**config.mk**
```make
export PLATFORM = sky130hd
export DESIGN_NAME = button_debounce_hold_detector_unit
export DESIGN_NICKNAME = d
export VERILOG_FILES = /design/src/hw/rtl/bdhd_pkg.sv /design/src/hw/rtl/button_debounce_hold_detector_unit.sv /design/src/hw/rtl/bdhd_cfg.sv /design/src/hw/rtl/bdhd_core.sv
export VERILOG_INCLUDE_DIRS = /design/src /design/src/hw/rtl
export SDC_FILE = /design/constraint.sdc
export NUM_CORES = 1
export LEC_CHECK = 0
export ABC_AREA = 0
export BUFFER_PORTS_ARGS = -buffer_cell sky130_fd_sc_hd__clkbuf_2
export CAP_MARGIN = 25
export CORE_MARGIN = 5
export CORE_UTILIZATION = 55
export CTS_BUF_LIST = sky130_fd_sc_hd__clkbuf_8 sky130_fd_sc_hd__clkbuf_16
export CTS_CLUSTER_DIAMETER = 150
export CTS_CLUSTER_SIZE = 40
export DETAILED_ROUTE_END_ITERATION = 7
export HOLD_SLACK_MARGIN = 0.08
export PLACE_DENSITY = 0.76
export SLEW_MARGIN = 10
export SYNTH_ARGS = -nofsm -noshare
export SYNTH_HDL_FRONTEND = slang
export SYNTH_HIERARCHICAL = 1
export SYNTH_SLANG_ARGS = --single-unit
```
**constraint.sdc**
```tcl
create_clock -name clk -period 5.2 [get_ports clk]
set_input_delay 0.52 -clock clk [delete_from_list [all_inputs] [get_ports clk]]
set_output_delay 0.52 -clock clk [all_outputs]
set_load 0.01 [all_outputs]
```
**src/hw/rtl/button_debounce_hold_detector_unit_defines.svh**
```systemverilog
// Assertion helpers shared by the debounce unit
`ifndef BUTTON_DEBOUNCE_HOLD_DETECTOR_UNIT_DEFINES_SVH
`define BUTTON_DEBOUNCE_HOLD_DETECTOR_UNIT_DEFINES_SVH

// Check on every clock edge outside reset
`define BDHD_ASSERT_ON(label, prop, msg) \
  label: assert property (@(posedge clk) disable iff (!rst_n) prop) else $error(msg);

// Check on every clock edge, reset included
`define BDHD_ASSERT_ALWAYS(label, prop, msg) \
  label: assert property (@(posedge clk) prop) else $error(msg);

`endif

```
**src/hw/rtl/bdhd_pkg.sv**
```systemverilog
`timescale 1ns / 1ps

package bdhd_pkg;

  // Reported button state
  typedef enum logic [1:0] {
    BS_RELEASED = 2'd0,
    BS_PRESSED  = 2'd1,
    BS_HELD     = 2'd2
  } btn_state_t;

  // Configuration register indexes
  localparam logic [1:0] CFG_DB_PERIOD  = 2'd0;
  localparam logic [1:0] CFG_HOLD_TIME  = 2'd1;
  localparam logic [1:0] CFG_EVENT_CODE = 2'd2;

  localparam int CFG_IDX_W  = 2;
  localparam int CFG_DATA_W = 17;

  // Reset values of the registers
  localparam logic [15:0]        DB_PERIOD_RST  = 16'd50;
  localparam logic signed [16:0] HOLD_TIME_RST  = 17'sd1000;
  localparam logic [7:0]         EVENT_CODE_RST = 8'd0;

  // Debounce timer idle mark
  localparam logic signed [17:0] DB_TIMER_IDLE = -18'sd1;

  typedef struct packed {
    logic [15:0]        db_period;
    logic signed [16:0] hold_time;
    logic [7:0]         event_code;
  } cfg_t;

  // One emitted event
  typedef struct packed {
    logic       valid;
    logic [7:0] code;
    btn_state_t state;
  } evt_t;

endpackage

```
**src/hw/rtl/button_debounce_hold_detector_unit.sv**
```systemverilog
// Channel  | Direction | Handshake          | Payload
// ---------+-----------+--------------------+-----------------------------------
// in_      | slave     | in_tvalid/tready   | tdata: pin_level, delta_time
// out_     | master    | out_tvalid/tready  | tdata: code, button_state
// cfg_     | write     | cfg_we             | cfg_idx, cfg_wdata
//
// One tick is taken per cycle while the output is not stalled; a result passes from its input
// transaction through the input register and then the output register.
// Ticks that change no state give no output transaction.
// rst_n is synchronous: all state returns to released with the timers idle.
// A stalled output holds the input register, and in_tready drops with it.
`timescale 1ns / 1ps
`include "button_debounce_hold_detector_unit_defines.svh"

module button_debounce_hold_detector_unit
  import bdhd_pkg::*;
(
  input  logic                  clk,
  input  logic                  rst_n,
  // tdata: [0] pin_level, [16:1] delta_time, [23:17] zero
  input  logic [23:0]           in_tdata,
  input  logic                  in_tvalid,
  output logic                  in_tready,
  // tdata: [7:0] code, [9:8] button_state, [15:10] zero
  output logic [15:0]           out_tdata,
  output logic                  out_tvalid,
  input  logic                  out_tready,
  input  logic                  cfg_we,
  input  logic [CFG_IDX_W-1:0]  cfg_idx,
  input  logic [CFG_DATA_W-1:0] cfg_wdata
);

  cfg_t        cfg;
  evt_t        evt;
  logic        in_valid_r;
  logic        in_pin_r;
  logic [15:0] in_dt_r;
  logic        out_valid_r, out_valid_nxt;
  logic [7:0]  out_code_r;
  btn_state_t  out_state_r;
  logic        advance;
  logic        in_blocked;

  bdhd_cfg u_cfg (
    .clk       (clk),
    .rst_n     (rst_n),
    .cfg_we    (cfg_we),
    .cfg_idx   (cfg_idx),
    .cfg_wdata (cfg_wdata),
    .cfg       (cfg)
  );

  // Move the registered tick on when the output register can take a result
  assign advance    = in_valid_r && (!out_valid_r || out_tready);
  assign in_tready  = !in_valid_r || advance;
  assign in_blocked = in_valid_r && !advance;

  // Input register
  always_ff @(posedge clk) begin
    if (!rst_n) begin
      in_valid_r <= 1'b0;
    end else if (in_tready) begin
      in_valid_r <= in_tvalid;
    end
  end

  always_ff @(posedge clk) begin
    if (in_tready && in_tvalid) begin
      in_pin_r <= in_tdata[0];
      in_dt_r  <= in_tdata[16:1];
    end
  end

  bdhd_core u_core (
    .clk        (clk),
    .rst_n      (rst_n),
    .cfg        (cfg),
    .step       (advance),
    .pin_level  (in_pin_r),
    .delta_time (in_dt_r),
    .evt        (evt)
  );

  // Output register
  assign out_valid_nxt = advance ? evt.valid : (out_valid_r && !out_tready);

  always_ff @(posedge clk) begin
    if (!rst_n) begin
      out_valid_r <= 1'b0;
    end else begin
      out_valid_r <= out_valid_nxt;
    end
  end

  always_ff @(posedge clk) begin
    if (advance && evt.valid) begin
      out_code_r  <= evt.code;
      out_state_r <= evt.state;
    end
  end

  assign out_tvalid = out_valid_r;
  assign out_tdata  = {6'd0, out_state_r, out_code_r};

  // A blocked tick stays in the input register unchanged
  `BDHD_ASSERT_ON(a_in_hold, in_blocked |=> in_valid_r && $stable(in_dt_r), "tick lost")
  // A result only appears after a tick was moved on
  `BDHD_ASSERT_ON(a_out_source, $rose(out_valid_r) |-> $past(in_valid_r), "result without tick")
  // With no new transaction the input register drains
  `BDHD_ASSERT_ON(a_in_drain, (in_tready && !in_tvalid) |=> !in_valid_r, "not drained")
  // Reset empties both registers
  `BDHD_ASSERT_ALWAYS(a_reset_idle, !rst_n |=> !in_valid_r && !out_valid_r, "busy after reset")

endmodule

```
**src/hw/rtl/bdhd_cfg.sv**
```systemverilog
`timescale 1ns / 1ps

module bdhd_cfg
  import bdhd_pkg::*;
(
  input  logic                  clk,
  input  logic                  rst_n,
  input  logic                  cfg_we,
  input  logic [CFG_IDX_W-1:0]  cfg_idx,
  input  logic [CFG_DATA_W-1:0] cfg_wdata,
  output cfg_t                  cfg
);

  cfg_t cfg_r;

  // Write one register per transaction; indexes beyond the list are dropped
  always_ff @(posedge clk) begin
    if (!rst_n) begin
      cfg_r.db_period  <= DB_PERIOD_RST;
      cfg_r.hold_time  <= HOLD_TIME_RST;
      cfg_r.event_code <= EVENT_CODE_RST;
    end else if (cfg_we) begin
      case (cfg_idx)
        CFG_DB_PERIOD:  cfg_r.db_period  <= cfg_wdata[15:0];
        CFG_HOLD_TIME:  cfg_r.hold_time  <= $signed(cfg_wdata[16:0]);
        CFG_EVENT_CODE: cfg_r.event_code <= cfg_wdata[7:0];
        default:        ;
      endcase
    end
  end

  assign cfg = cfg_r;

endmodule

```
**src/hw/rtl/bdhd_core.sv**
```systemverilog
`timescale 1ns / 1ps
`include "button_debounce_hold_detector_unit_defines.svh"

module bdhd_core
  import bdhd_pkg::*;
(
  input  logic        clk,
  input  logic        rst_n,
  input  cfg_t        cfg,
  input  logic        step,
  input  logic        pin_level,
  input  logic [15:0] delta_time,
  output evt_t        evt
);

  logic signed [17:0] db_timer_r, db_timer_nxt;
  logic               accepted_level_r, accepted_level_nxt;
  logic               reported_level_r, reported_level_nxt;
  logic [31:0]        hold_timer_r, hold_timer_nxt;
  btn_state_t         cur_state_r, cur_state_nxt;

  logic signed [17:0] limit;
  logic signed [17:0] timer_adv;
  logic               pressed;
  logic               held;
  logic               update;
  btn_state_t         cand_state;
  logic [32:0]        hold_sum;

  assign limit = $signed({2'b00, cfg.db_period});

  // Debounce, level acceptance and hold timer
  always_comb begin
    timer_adv = db_timer_r;
    if (!db_timer_r[17] && (db_timer_r < limit))
      timer_adv = db_timer_r + $signed({2'b00, delta_time});

    if (pin_level != reported_level_r)
      db_timer_nxt = timer_adv[17] ? 18'sd0 : timer_adv;
    else
      db_timer_nxt = DB_TIMER_IDLE;

    accepted_level_nxt = (db_timer_nxt >= limit) ? pin_level : accepted_level_r;

    pressed = !accepted_level_nxt;
    held    = pressed && !cfg.hold_time[16]
              && (hold_timer_r > {16'd0, cfg.hold_time[15:0]});

    hold_sum = {1'b0, hold_timer_r} + {17'd0, delta_time};
    if (!pressed)
      hold_timer_nxt = '0;
    else if (hold_sum[32])
      hold_timer_nxt = '1;
    else
      hold_timer_nxt = hold_sum[31:0];
  end

  // Next button state
  always_comb begin
    update        = (reported_level_r != accepted_level_nxt) || held;
    cand_state    = held ? BS_HELD : (pressed ? BS_PRESSED : BS_RELEASED);
    cur_state_nxt = update ? cand_state : cur_state_r;
  end

  // Event output and reported level
  always_comb begin
    evt.valid          = step && (cur_state_nxt != cur_state_r);
    evt.code           = cfg.event_code;
    evt.state          = cur_state_nxt;
    reported_level_nxt = (cur_state_nxt != cur_state_r)
                         ? accepted_level_nxt : reported_level_r;
  end

  // Advance the state once per tick
  always_ff @(posedge clk) begin
    if (!rst_n) begin
      db_timer_r       <= DB_TIMER_IDLE;
      accepted_level_r <= 1'b1;
      reported_level_r <= 1'b1;
      hold_timer_r     <= '0;
      cur_state_r      <= BS_RELEASED;
    end else if (step) begin
      db_timer_r       <= db_timer_nxt;
      accepted_level_r <= accepted_level_nxt;
      reported_level_r <= reported_level_nxt;
      hold_timer_r     <= hold_timer_nxt;
      cur_state_r      <= cur_state_nxt;
    end
  end

  // A change of accepted level always ends in a reported event
  `BDHD_ASSERT_ON(a_levels_agree, accepted_level_r == reported_level_r, "level not reported")
  // Pressed or held implies the accepted level is low
  `BDHD_ASSERT_ON(a_state_level, (cur_state_r != BS_RELEASED) |-> !accepted_level_r, "bad level")
  // An event always carries a new state
  `BDHD_ASSERT_ON(a_evt_changes, evt.valid |=> !$stable(cur_state_r), "event without state change")

endmodule

```
==> summary.md, run 1 <==
| Metric | Value |
|---|---|
| CTS Sinks | between 100 and 150 |
| Period Utilization, post-route | around 97% |
| WP data required | 5330 ps |
| Hold path endpoint | in_dt_r[4]$_DFFE_PP_ |
| Worst setup margin | 181 ps |
| Worst-margin pin slew | between 1000 and 1500 ps |
| GRT Total Usage | between 20% and 30% |
| Avg Cell Area, Syn | roughly 9 um2 |
| Fin. max-slew vios | 0 |
| Wire per inst | between 15 and 20 um |
| Layout area overhead | 15.4% |
| Post-Syn Instances | 889 |
| ANT cells | 0 |
| CTS Buf Count | 17 |
| Worst reg2reg setup slack | between 150 and 200 ps |
| Crit-path max FO | 5 |
| Worst-path clk slew | around 60 ps |
| DR DRC count | 0 |
| Fmax | approximately 200 MHz |
| Worst-path cell chain | ha_4 > a211o_1 > a21oi_2 > o31ai_2 > a2111o_1 > buf_6 > a21oi_2 > o21ai_1 > ha_1 > and3_4 > a221o_1 > a31oi_2 > o211ai_1 > a21o_1 > o211a_1 > a211oi_4 > nor3_1 > a211oi_1 > nand2_1 > nor2_4 > buf_6 |
| Wirelength, routed | around 20 mm |
| Skew-Pair Late Insertion Delay | 420 ps |
| Hpwl dp | roughly 14 mm |
| Reg2reg path depth | 21 |
| Die Span Y | 130 um |
| GP Congestion | between 0.8 and 0.9 |
| CTS tree | yes |
| R2R Path Start | u_core/db_timer_r[7]$_SDFFE_PN1P_ |
| Maximum buffer depth of the clock tree | 2 |
| Post-synth ARST share | 0% |
| Max cap viols | 0 |
| Fin nets | about 1100 |
| Via-per-instance ratio | 5.86 |
| DIE AREA | ~17000 um2 |
| Die width | roughly 130 um |
| Final-report setup violation count | 0 |
| Layout Cell Area excl Fill | about 9000 um2 |
| Most frequent cells in the layout | nand2_1 (91), dfxtp_1 (90), ha_1 (76) |
| Vias in the first global route | 6257 |
| Hold crit path type | in2reg |
| Share of the synthesized area in the top cell type | 24.6% |
| Root Driver | clkbuf_16 |
| WP data arrival | between 5000 and 6000 ps |
| Worst setup SP type | flip-flop |
| CP max-delay cell | a2111o_1 |
| ANT nets after route | 0 |
| Maximum vdd drop | 0.000244 V |
| CP peak stage delay | around 460 ps |
| Hold Crit Depth | 1 |
| Most common cell after layout, fill and taps aside | nand2_1 |
| P_leak | just under 4 nW |
| Yosys top cell by area | dfxtp_1 |
| DR pass1 iterations | 6 |
| Number of flops mapped to enable cells by yosys | 27 |
| Synthesized area | just under 8000 um2 |
| Largest net degree at the start of global routing | 60 |
| Clock Skews | between 8 and 9 ps |
| Rel. slew slack | roughly a third |
| Dpl cell area | roughly 8300 um2 |
| Share of cells above drive strength 1 | 17.1% |
| Number of hold violations in the final report | 0 |
| Crit path kind | reg2reg |
| Main flop type after synthesis | dfxtp_1 |
| Hold WS | ~270 ps |
| Xor and xnor area share after synthesis | under 10% |
| First-pass GRT wire length | about 31 mm |
| Largest family of logic cells by synthesized area | compound AO/OA/AOI/OAI gates |
| H-tree depth | 4 |
| Yosys warns | 6 |
| Initial antenna violation count | 0 |
| Status | completed |
| Worst Hold Launch | in_tdata[5] |
| PwrDens | 305 nW/um2 |
| Yosys reg bits | around 120 |
| Min Tclk post-route | approximately 5000 ps |
| Pre-CTS WS | -56.8 ps |
| Starting density of the core | between 50 and 60% |
| Unique cell type count in the Yosys netlist | 76 |
| Initial DRC Count | between 400 and 500 |
| Reg-to-Reg End | out_code_r[2]$_DFFE_PP_ |
| Setup TNS | 0 ps |
| Top post-synthesis cells by area | dfxtp_1 (25%), ha_1 (13%), edfxtp_1 (10%) |
| Crit end category | flip-flop |
| Sequential area share after synthesis | a little over a third |
| Gr ovfl total | 0 |
| Post-Synth Simple-Gate Area | between 10% and 20% |
| Number of vias in the routed layout | between 6000 and 7000 |
| Core Box Area | approximately 14000 um2 |
| Synth Area in Compound Gates | roughly 22% |
| Mux cell area share after synthesis | under 10% |
| Synth Area in Adders | between 10% and 20% |
| Site row count | 43 |
| Port Buffers | 52 |
| Ports | 66 |
## area by class of cell
| type | instances | area (um2) |
|---|---|---|
| Timing Repair Buffer | 83 | 528 |
| Clock inverter | 14 | 149 |
| Multi-Input combinational cell | 652 | 4760 |
| Tap cell | 180 | 225 |
| Sequential cell | 124 | 2760 |
| Fill cell | 1171 | 4880 |
| Inverter | 63 | 240 |
| Clock buffer | 18 | 439 |
## flip-flops by register name (all words and copies together), names as in the netlist, 2 cells and up
| name | flops |
|---|---|
| u_cfg/cfg | 41 |
| out_state_r | 2 |
| u_core/hold_timer_r | 32 |
| u_core/cur_state_r | 2 |
| in_dt_r | 16 |
| out_code_r | 8 |
| u_core/db_timer_r | 18 |
## Yosys cell counts (all sizes together) (11+ instances only)
cell type / count
xnor2: 13
nor2b: 11
xor2: 12
o211ai: 19
o21a: 13
a21o: 17
clkbuf: 26
a22o: 15
nand2b: 14
edfxtp: 27
nand3: 11
a21oi: 61
dfxtp: 97
ha: 79
o21ai: 59
nor2: 55
nor3: 14
inv: 63
nand4: 12
mux2i: 38
nand2: 91
a211oi: 11
buf: 29
## through the flow
stage | total power [mW] | util [%] | cells
2_1_floorplan | 1.45 | - | 894
3_3_place_gp | 1.56 | 59.1 | 1094
3_5_place_dp | 1.57 | 59.1 | 1094
4_1_cts | 2.75 | 63.5 | 1128
5_1_grt | 2.90 | 65.1 | 1134
6_report | 2.78 | 65.1 | 1134
## how the worst max path moves through the flow
| stage | startpoint | end | slack (ps) | depth (start not counted) |
|---|---|---|---|---|
| 2_1_floorplan | u_cfg/cfg[30]$_SDFFE_PN1P_ | out_code_r[0]$_DFFE_PP_ | 30 | 22 |
| 3_3_place_gp | u_cfg/cfg[29]$_SDFFE_PN1P_ | out_code_r[0]$_DFFE_PP_ | 30 | 23 |
| 3_5_place_dp | u_cfg/cfg[29]$_SDFFE_PN1P_ | out_code_r[2]$_DFFE_PP_ | -60 | 22 |
| 4_1_cts | u_cfg/cfg[32]$_SDFFE_PN0P_ | out_code_r[2]$_DFFE_PP_ | 10 | 23 |
| 5_1_grt | u_cfg/cfg[34]$_SDFFE_PN0P_ | out_code_r[0]$_DFFE_PP_ | -40 | 22 |
| 6_report | u_core/db_timer_r[7]$_SDFFE_PN1P_ | out_code_r[2]$_DFFE_PP_ | 180 | 21 |
## worst max-delay path, delay by kind of cell, from the launching register on
family | cells | cell delay [ps]
buf+inv | 2 | 340
flops | 1 | 370
simple gates | 4 | 550
fa+ha+maj | 2 | 610
compound gates | 13 | 2840
## what timing repair did
item,CTS,global route
gates resized for setup,8,43
setup endpoints to repair,10,41
cloned,1,0
buffers inserted,1,4
hold buffers,0,0
pin swaps,6,21
## cell families (layout without fill, tap and decap cells)
logic type / after synthesis / in the layout
mux: 38 / 38
flops: 124 / 124
fa+ha+maj: 81 / 81
other cells: 1 / 6
compound gates: 251 / 251
simple gates: 251 / 251
buf+inv: 118 / 178
xor+xnor: 25 / 25
## where the power goes
group	internal [mW]	switching, mW
Sequential	1.03	0.0437
Combinational	0.233	0.299
Clock	0.717	0.456
Total	1.98	0.798
## layer usage
metal,global-route usage (%),up-vias,wire (um),part of all wire (%)
met2,38.5,164,9290,47
met4,9.60,0,496,2.5
met3,5.12,33,978,5.0
li1,-,3308,-,-
met1,31.0,3137,8880,45
met5,0,-,0,0
Note: power is estimated with default switching activity, not from simulation.
==> run 2: changes to the inputs <==
clock period = 4.6 ns   (was 5.2 ns; I/O delays follow)
==> run 2 against run 1 <==
- the run now ends with negative setup slack left
- sequential share of layout area decreased by 2.5 points
- hold slack worse by 68 ps
- sequential power rose by 13%
- power rose by 20%
- via count grew 8.5%
- non-clock buffer count increased by 88
- die area unchanged
- first-iteration DRC count rose by 26%
- register-to-register slack got worse by 430 ps
- combinational power is 39% higher
- largest power group unchanged
==> summary.md, run 2 (synthesis gave the netlist of run 1 again) <==
| Metric | Value |
|---|---|
| Status | finished, violations left |
| Violated checks | negative setup slack |
| Number of hold violations in the final report | 0 (unchanged) |
| DR DRC count | 0 (unchanged) |
| Worst Hold Launch | in_tdata[6] |
| Placed Instances | 1172 (+7.1%) |
| Maximum buffer depth of the clock tree | 2 (unchanged) |
| Starting density of the core | 56.4% (unchanged) |
| CTS Sinks | 124 (unchanged) |
| R2R Path Start | u_core/db_timer_r[4]$_SDFFE_PN1P_ |
| Worst reg2reg setup slack | -250 ps (-430 ps) |
| Layout area overhead | 25.4% |
| Initial DRC Count | 562 (+26%) |
| Worst-path cell chain | ha_4 > a21o_1 > a221oi_4 > nor4_2 > a2111o_1 > buf_6 > a21oi_2 > o21ai_2 > ha_1 > and3_4 > a221o_1 > a31oi_1 > o211ai_1 > a21o_1 > o211a_1 > a211oi_4 > nor3_1 > a211oi_2 > nand2_1 > nor2_4 > buf_12 |
| Die Span Y | 130 um (unchanged) |
| Largest net degree at the start of global routing | 60 (unchanged) |
| Via-per-instance ratio | 5.90 (+0.65%) |
| Most frequent cells in the layout | buf_4 (109), dfxtp_1 (93), nand2_1 (91) |
| Site row count | 43 (unchanged) |
| Root Driver | clkbuf_16 |
| Skew-Pair Late Insertion Delay | 430 ps (about the same) |
| Worst-margin pin slew | 1010 ps (-5.10 ps) |
| Max cap viols | 0 (unchanged) |
| Cell mode on critical path | a21o_1 |
| Largest register FFs | 41 (unchanged) |
| Final-report setup violation count | 48 (+48) |
| Non-filler cells in the finished layout | 1222 (+7.8%) |
| Worst setup margin | -248 ps (-430 ps) |
| H-tree depth | 4 (unchanged) |
| Maximum vdd drop | 0.000267 V (+9.1%) |
| Final Util | 70.8% (+5.7 points) |
| Pre-CTS WS | -305 ps (-249 ps) |
| Min Tclk post-route | 4850 ps (-170 ps) |
| ANT cells | 0 (unchanged) |
| First-pass GRT wire length | 34.2 mm (+8.6%) |
| Total power | 3.32 mW (+20%) |
| Crit path kind | reg2reg |
| Storage element area | 2760 um2 (-0.23%) |
| GP Congestion | 0.892 (+5.4%) |
| Layout Cell Area excl Fill | 9900 um2 (+8.7%) |
| DIE AREA | 16800 um2 (unchanged) |
| RSZ-0062 raised after global routing | yes |
| Hold buffers post-CTS | 0 (unchanged) |
| Number of vias in the routed layout | 7204 (+8.5%) |
| GRT Total Usage | 25.8% (+2.1 points) |
| CP peak stage delay | 420 ps (-40 ps) |
| Multi-input logic area | 4850 um2 (+1.9%) |
| Hold crit path type | in2reg |
| WP data arrival | 4990 ps (-160 ps) |
| Fin. max-slew vios | 0 (unchanged) |
| Crit-path max FO | 10 (+5) |
| Most common cell after layout, fill and taps aside | buf_4 |
| Worst setup SP type | flip-flop |
| DR pass1 iterations | 7 (+1) |
| Wire per inst | 17.8 um (+2.5%) |
| CTS Buf Count | 17 (unchanged) |
| CTS tree | yes |
| Initial antenna violation count | 0 (unchanged) |
| Crit end category | flip-flop |
| Wirelength, routed | 21.7 mm (+10%) |
| Port Buffers | 52 (unchanged) |
| PwrDens | 336 nW/um2 (+10%) |
| Period Utilization, post-route | 105% (+8.9 points) |
| Share of cells above drive strength 1 | 25.0% (+8.0 points) |
| P_leak | 4.31 nW (+12%) |
| Ports | 66 (unchanged) |
| CP Launch Point | u_core/db_timer_r[4]$_SDFFE_PN1P_ |
| Clock Skews | 9.97 ps (+1.74 ps) |
| CP max-delay cell | a2111o_1 |
| Worst-path clk slew | 60 ps (about the same) |
| Fmax | 206 MHz (+3.5%) |
| Rel. slew slack | 32.0% (about the same) |
| Gr ovfl total | 0 (unchanged) |
| Core Box Area | 14000 um2 (unchanged) |
| Fin nets | 1158 (+8.2%) |
| Hpwl dp | 15.0 mm (+6.7%) |
| Die width | 130 um (unchanged) |
| Dpl cell area | 8940 um2 (+8.2%) |
| Fillcell total | 1021 (-13%) |
| WP data required | 4750 ps (-580 ps) |
| ANT nets after route | 0 (unchanged) |
| Vias in the first global route | 7028 (+12%) |
## run 2: worst paths after layout
kind,to,cells after the start
max,out_code_r[5]$_DFFE_PP_,21
min,in_dt_r[5]$_DFFE_PP_,1
max reg2reg,out_code_r[5]$_DFFE_PP_,21
min reg2reg,out_code_r[7]$_DFFE_PP_,0
## run 2: where the power goes
group / internal [mW] / switching, mW
clock: 0.819 / 0.562
combinational: 0.353 / 0.383
sequential: 1.16 / 0.0442
total: 2.33 / 0.989
## run 2: repair_timing
item,in CTS,in global routing
resized for setup,30,20
pin swaps,6,11
setup buffers,15,3
gates cloned,0,0
endpoints found under the setup margin,47,49
## run 2: area by class of cell
cell class / instances / area share, %
multi-input cells: 652 / 49.0
repair buffers: 171 / 12.3
clock inverters: 15 / 1.80
inverters: 63 / 2.39
flip-flops and latches: 124 / 27.9
clock buffers: 17 / 4.30
well taps: 180 / 2.28
## run 2: metal layers
layer | wire [um] | up-vias | global-route usage (%)
met5 | 0 | - | 0
li1 | - | 3490 | -
met3 | 1280 | 55 | 4.91
met2 | 10400 | 269 | 43.2
met4 | 717 | 0 | 11.1
met1 | 9300 | 3390 | 32.7
## run 2: worst max-delay path: cells and delay by family (launching register included)
kind	cells	cell delay [ps]
buffers and inverters	2	320
adders and majority gates	2	590
and+or+nand+nor	5	610
DFF	1	410
AOI/OAI and AO/OA	12	2620
## run 2: through the flow
step / setup TNS (ps) / hold slack [ps]
floorplan: -45.2 / 431
global placement: -6750 / 411
detailed placement: -7760 / 415
CTS: -5990 / 182
global route: -16850 / 184
finish: -8010 / 200
==> run 3: changes to the inputs <==
CORE_ASPECT_RATIO = 2   (was default)
==> run 3 against run 2 <==
- the flow still finishes with violations (negative setup slack)
- final area shrank 0.87%
- routed wire length rose by 7.4%
- clock skew decreased by 3.6 ps
- sequential cell count did not move
- first-iteration DRC count fell by 14%
- maximum frequency fell by 3.4%
- non-clock buffer count is 15 lower
- largest power group unchanged
==> summary.md, run 3 (synthesis gave the netlist of run 1 again) <==
| Metric | Value |
|---|---|
| Status | finished, violations left |
| Violated checks | negative setup slack |
| Final-report setup violation count | 45 (-6.3%) |
| Crit-path max FO | 6 (-4) |
| Crit end category | flip-flop |
| Worst-path clk slew | 60 ps (about the same) |
| Initial DRC Count | 483 (-14%) |
| Worst setup margin | -416 ps (-168 ps) |
| Ports | 66 (unchanged) |
| ANT cells | 0 (unchanged) |
| Cell mode on critical path | a21o_1 |
| Fmax | 199 MHz (-3.4%) |
| Hold crit path type | in2reg |
| PwrDens | 330 nW/um2 (-1.8%) |
| CP Launch Point | u_cfg/cfg[29]$_SDFFE_PN1P_ |
| Number of vias in the routed layout | 7289 (+1.2%) |
| RSZ-0062 raised after global routing | yes |
| CP peak stage delay | 480 ps (+60 ps) |
| Wire per inst | 19.1 um (+7.7%) |
| Site row count | 62 (+44%) |
| Rel. slew slack | 30.7% (-1.3 points) |
| Total power | 3.24 mW (-2.7%) |
| GRT Total Usage | 27.2% (+1.3 points) |
| DIE AREA | 17000 um2 (+0.87%) |
| Wirelength, routed | 23.3 mm (+7.4%) |
| CTS tree | yes |
| Share of cells above drive strength 1 | 24.4% (-0.61 points) |
| Die width | 94.7 um (-27%) |
| Fin. max-slew vios | 0 (unchanged) |
| ANT nets after route | 0 (unchanged) |
| Number of hold violations in the final report | 0 (unchanged) |
| First-pass GRT wire length | 35.4 mm (+3.8%) |
| Largest register FFs | 41 (unchanged) |
| Maximum vdd drop | 0.000234 V (-12%) |
| Max cap viols | 0 (unchanged) |
| Critical Path End | out_code_r[0]$_DFFE_PP_ |
| Reg-to-Reg End | out_code_r[0]$_DFFE_PP_ |
| Non-filler cells in the finished layout | 1219 (-0.25%) |
| WP data required | 4740 ps (about the same) |
| Placed Instances | 1167 (-0.43%) |
| WP data arrival | 5160 ps (+170 ps) |
| Worst-path cell chain | inv_2 > ha_4 > a21o_1 > a221oi_4 > nor4_2 > a2111o_1 > nor2_1 > a21oi_4 > o21ai_2 > ha_1 > and3_4 > a221o_1 > a31oi_2 > o211ai_1 > a21o_1 > o211a_1 > a211oi_4 > nor3_2 > a211oi_2 > nand2_2 > nor2_4 > clkbuf_16 |
| Period Utilization, post-route | 109% (+3.7 points) |
| P_leak | 4.26 nW (-1.2%) |
| Die Span Y | 179 um (+38%) |
| Worst reg2reg setup slack | -420 ps (-170 ps) |
| Crit path kind | reg2reg |
| Fin nets | 1143 (-1.3%) |
| Worst-margin pin slew | 1040 ps (+24.1 ps) |
| Vias in the first global route | 7308 (+4.0%) |
| Gr ovfl total | 0 (unchanged) |
| Hold WS | 212 ps (+11.2 ps) |
| CTS Sinks | 124 (unchanged) |
| Most frequent cells in the layout | buf_4 (95), dfxtp_1 (91), nand2_1 (90) |
| Most common cell after layout, fill and taps aside | buf_4 |
| Reg2reg path depth | 22 (+4.8%) |
| Initial antenna violation count | 0 (unchanged) |
| Worst setup SP type | flip-flop |
| R2R Path Start | u_cfg/cfg[29]$_SDFFE_PN1P_ |
| Layout area overhead | 24.3% |
| Maximum buffer depth of the clock tree | 2 (unchanged) |
| DR DRC count | 0 (unchanged) |
| Skew-Pair Late Insertion Delay | 420 ps (about the same) |
| Final Util | 68.7% (-2.0 points) |
| H-tree depth | 4 (unchanged) |
| Port Buffers | 52 (unchanged) |
| CTS Buf Count | 17 (unchanged) |
| Min Tclk post-route | 5020 ps (+168 ps) |
| DR pass1 iterations | 5 (-2) |
| Core Box Area | 14300 um2 (+2.0%) |
| Clock Skews | 6.39 ps (-3.58 ps) |
| Pre-CTS WS | -302 ps (+3.47 ps) |
| GP Congestion | 0.945 (+6.0%) |
| Hpwl dp | 16.6 mm (+11%) |
| Starting density of the core | 55.3% (-1.1 points) |
| Largest net degree at the start of global routing | 32 (-47%) |
| Root Driver | clkbuf_16 |
| Via-per-instance ratio | 5.98 (+1.4%) |
| CP max-delay cell | a2111o_1 |
[run 3: cell types whose count changed in the layout (fill, tap and decap cells not counted), sizes merged]
cell / previous run / this run
clkbuf: 69 / 76
clkinvlp: 0 / 1
buf: 119 / 103
clkinv: 4 / 3
bufinv: 2 / 0
inv: 72 / 68
[run 3: power breakdown]
| part | switching, mW | internal [mW] |
|---|---|---|
| clock network | 0.499 | 0.807 |
| registers | 0.0469 | 1.16 |
| logic | 0.388 | 0.332 |
| total | 0.934 | 2.30 |
[run 3: worst min-delay path by stage]
stage	start	end	depth (start not counted)
after floorplan	u_cfg/cfg[24]$_SDFFE_PN0P_	u_cfg/cfg[24]$_SDFFE_PN0P_	2
after global placement	u_cfg/cfg[3]$_SDFFE_PN0P_	out_code_r[3]$_DFFE_PP_	0
after detailed placement	u_cfg/cfg[3]$_SDFFE_PN0P_	out_code_r[3]$_DFFE_PP_	0
after CTS	in_tdata[6]	in_dt_r[5]$_DFFE_PP_	1
after global routing	in_tdata[12]	in_dt_r[11]$_DFFE_PP_	1
final	in_tdata[0]	in_pin_r$_DFFE_PP_	1
[run 3: area by class of cell]
type	instances	area [um2]
multi-input combinational	652	4870
fill	1144	4460
sequential	124	2760
timing repair buffer	156	1120
clock buffer	23	531
tap	192	240
inverter	63	236
clock inverter	9	55.1
[run 3: what timing repair did]
| action | 4_1_cts | 5_1_grt |
|---|---|---|
| resized for setup | 20 | 31 |
| buffers inserted | 8 | 9 |
| pin swaps | 10 | 26 |
| setup endpoints to repair | 45 | 49 |
| hold buffers | 0 | 0 |
| cloned | 1 | 0 |
[run 3: metal layers]
| layer | global-route usage, % | vias to the layer above | share of wire (%) |
|---|---|---|---|
| met5 | 0 | - | 0 |
| met4 | 23.1 | 0 | 8.4 |
| met3 | 5.31 | 105 | 4.3 |
| met2 | 46.4 | 265 | 52 |
| met1 | 27.1 | 3466 | 36 |
| li1 | - | 3453 | - |
[run 3: worst max-delay path: cells and delay by family (launching register included)]
family	cells	cell delay [ps]
compound gates	12	2800
simple gates	6	890
fa+ha+maj	2	500
flops	1	330
buf+inv	2	220
[run 3: through the flow]
step / area, um2 / TNS, ps
floorplan: 8010 / -45.2
global placement: 8830 / -3760
detailed placement: 8830 / -6340
CTS: 9590 / -4830
global route: 9810 / -17030
finish: 9810 / -9690
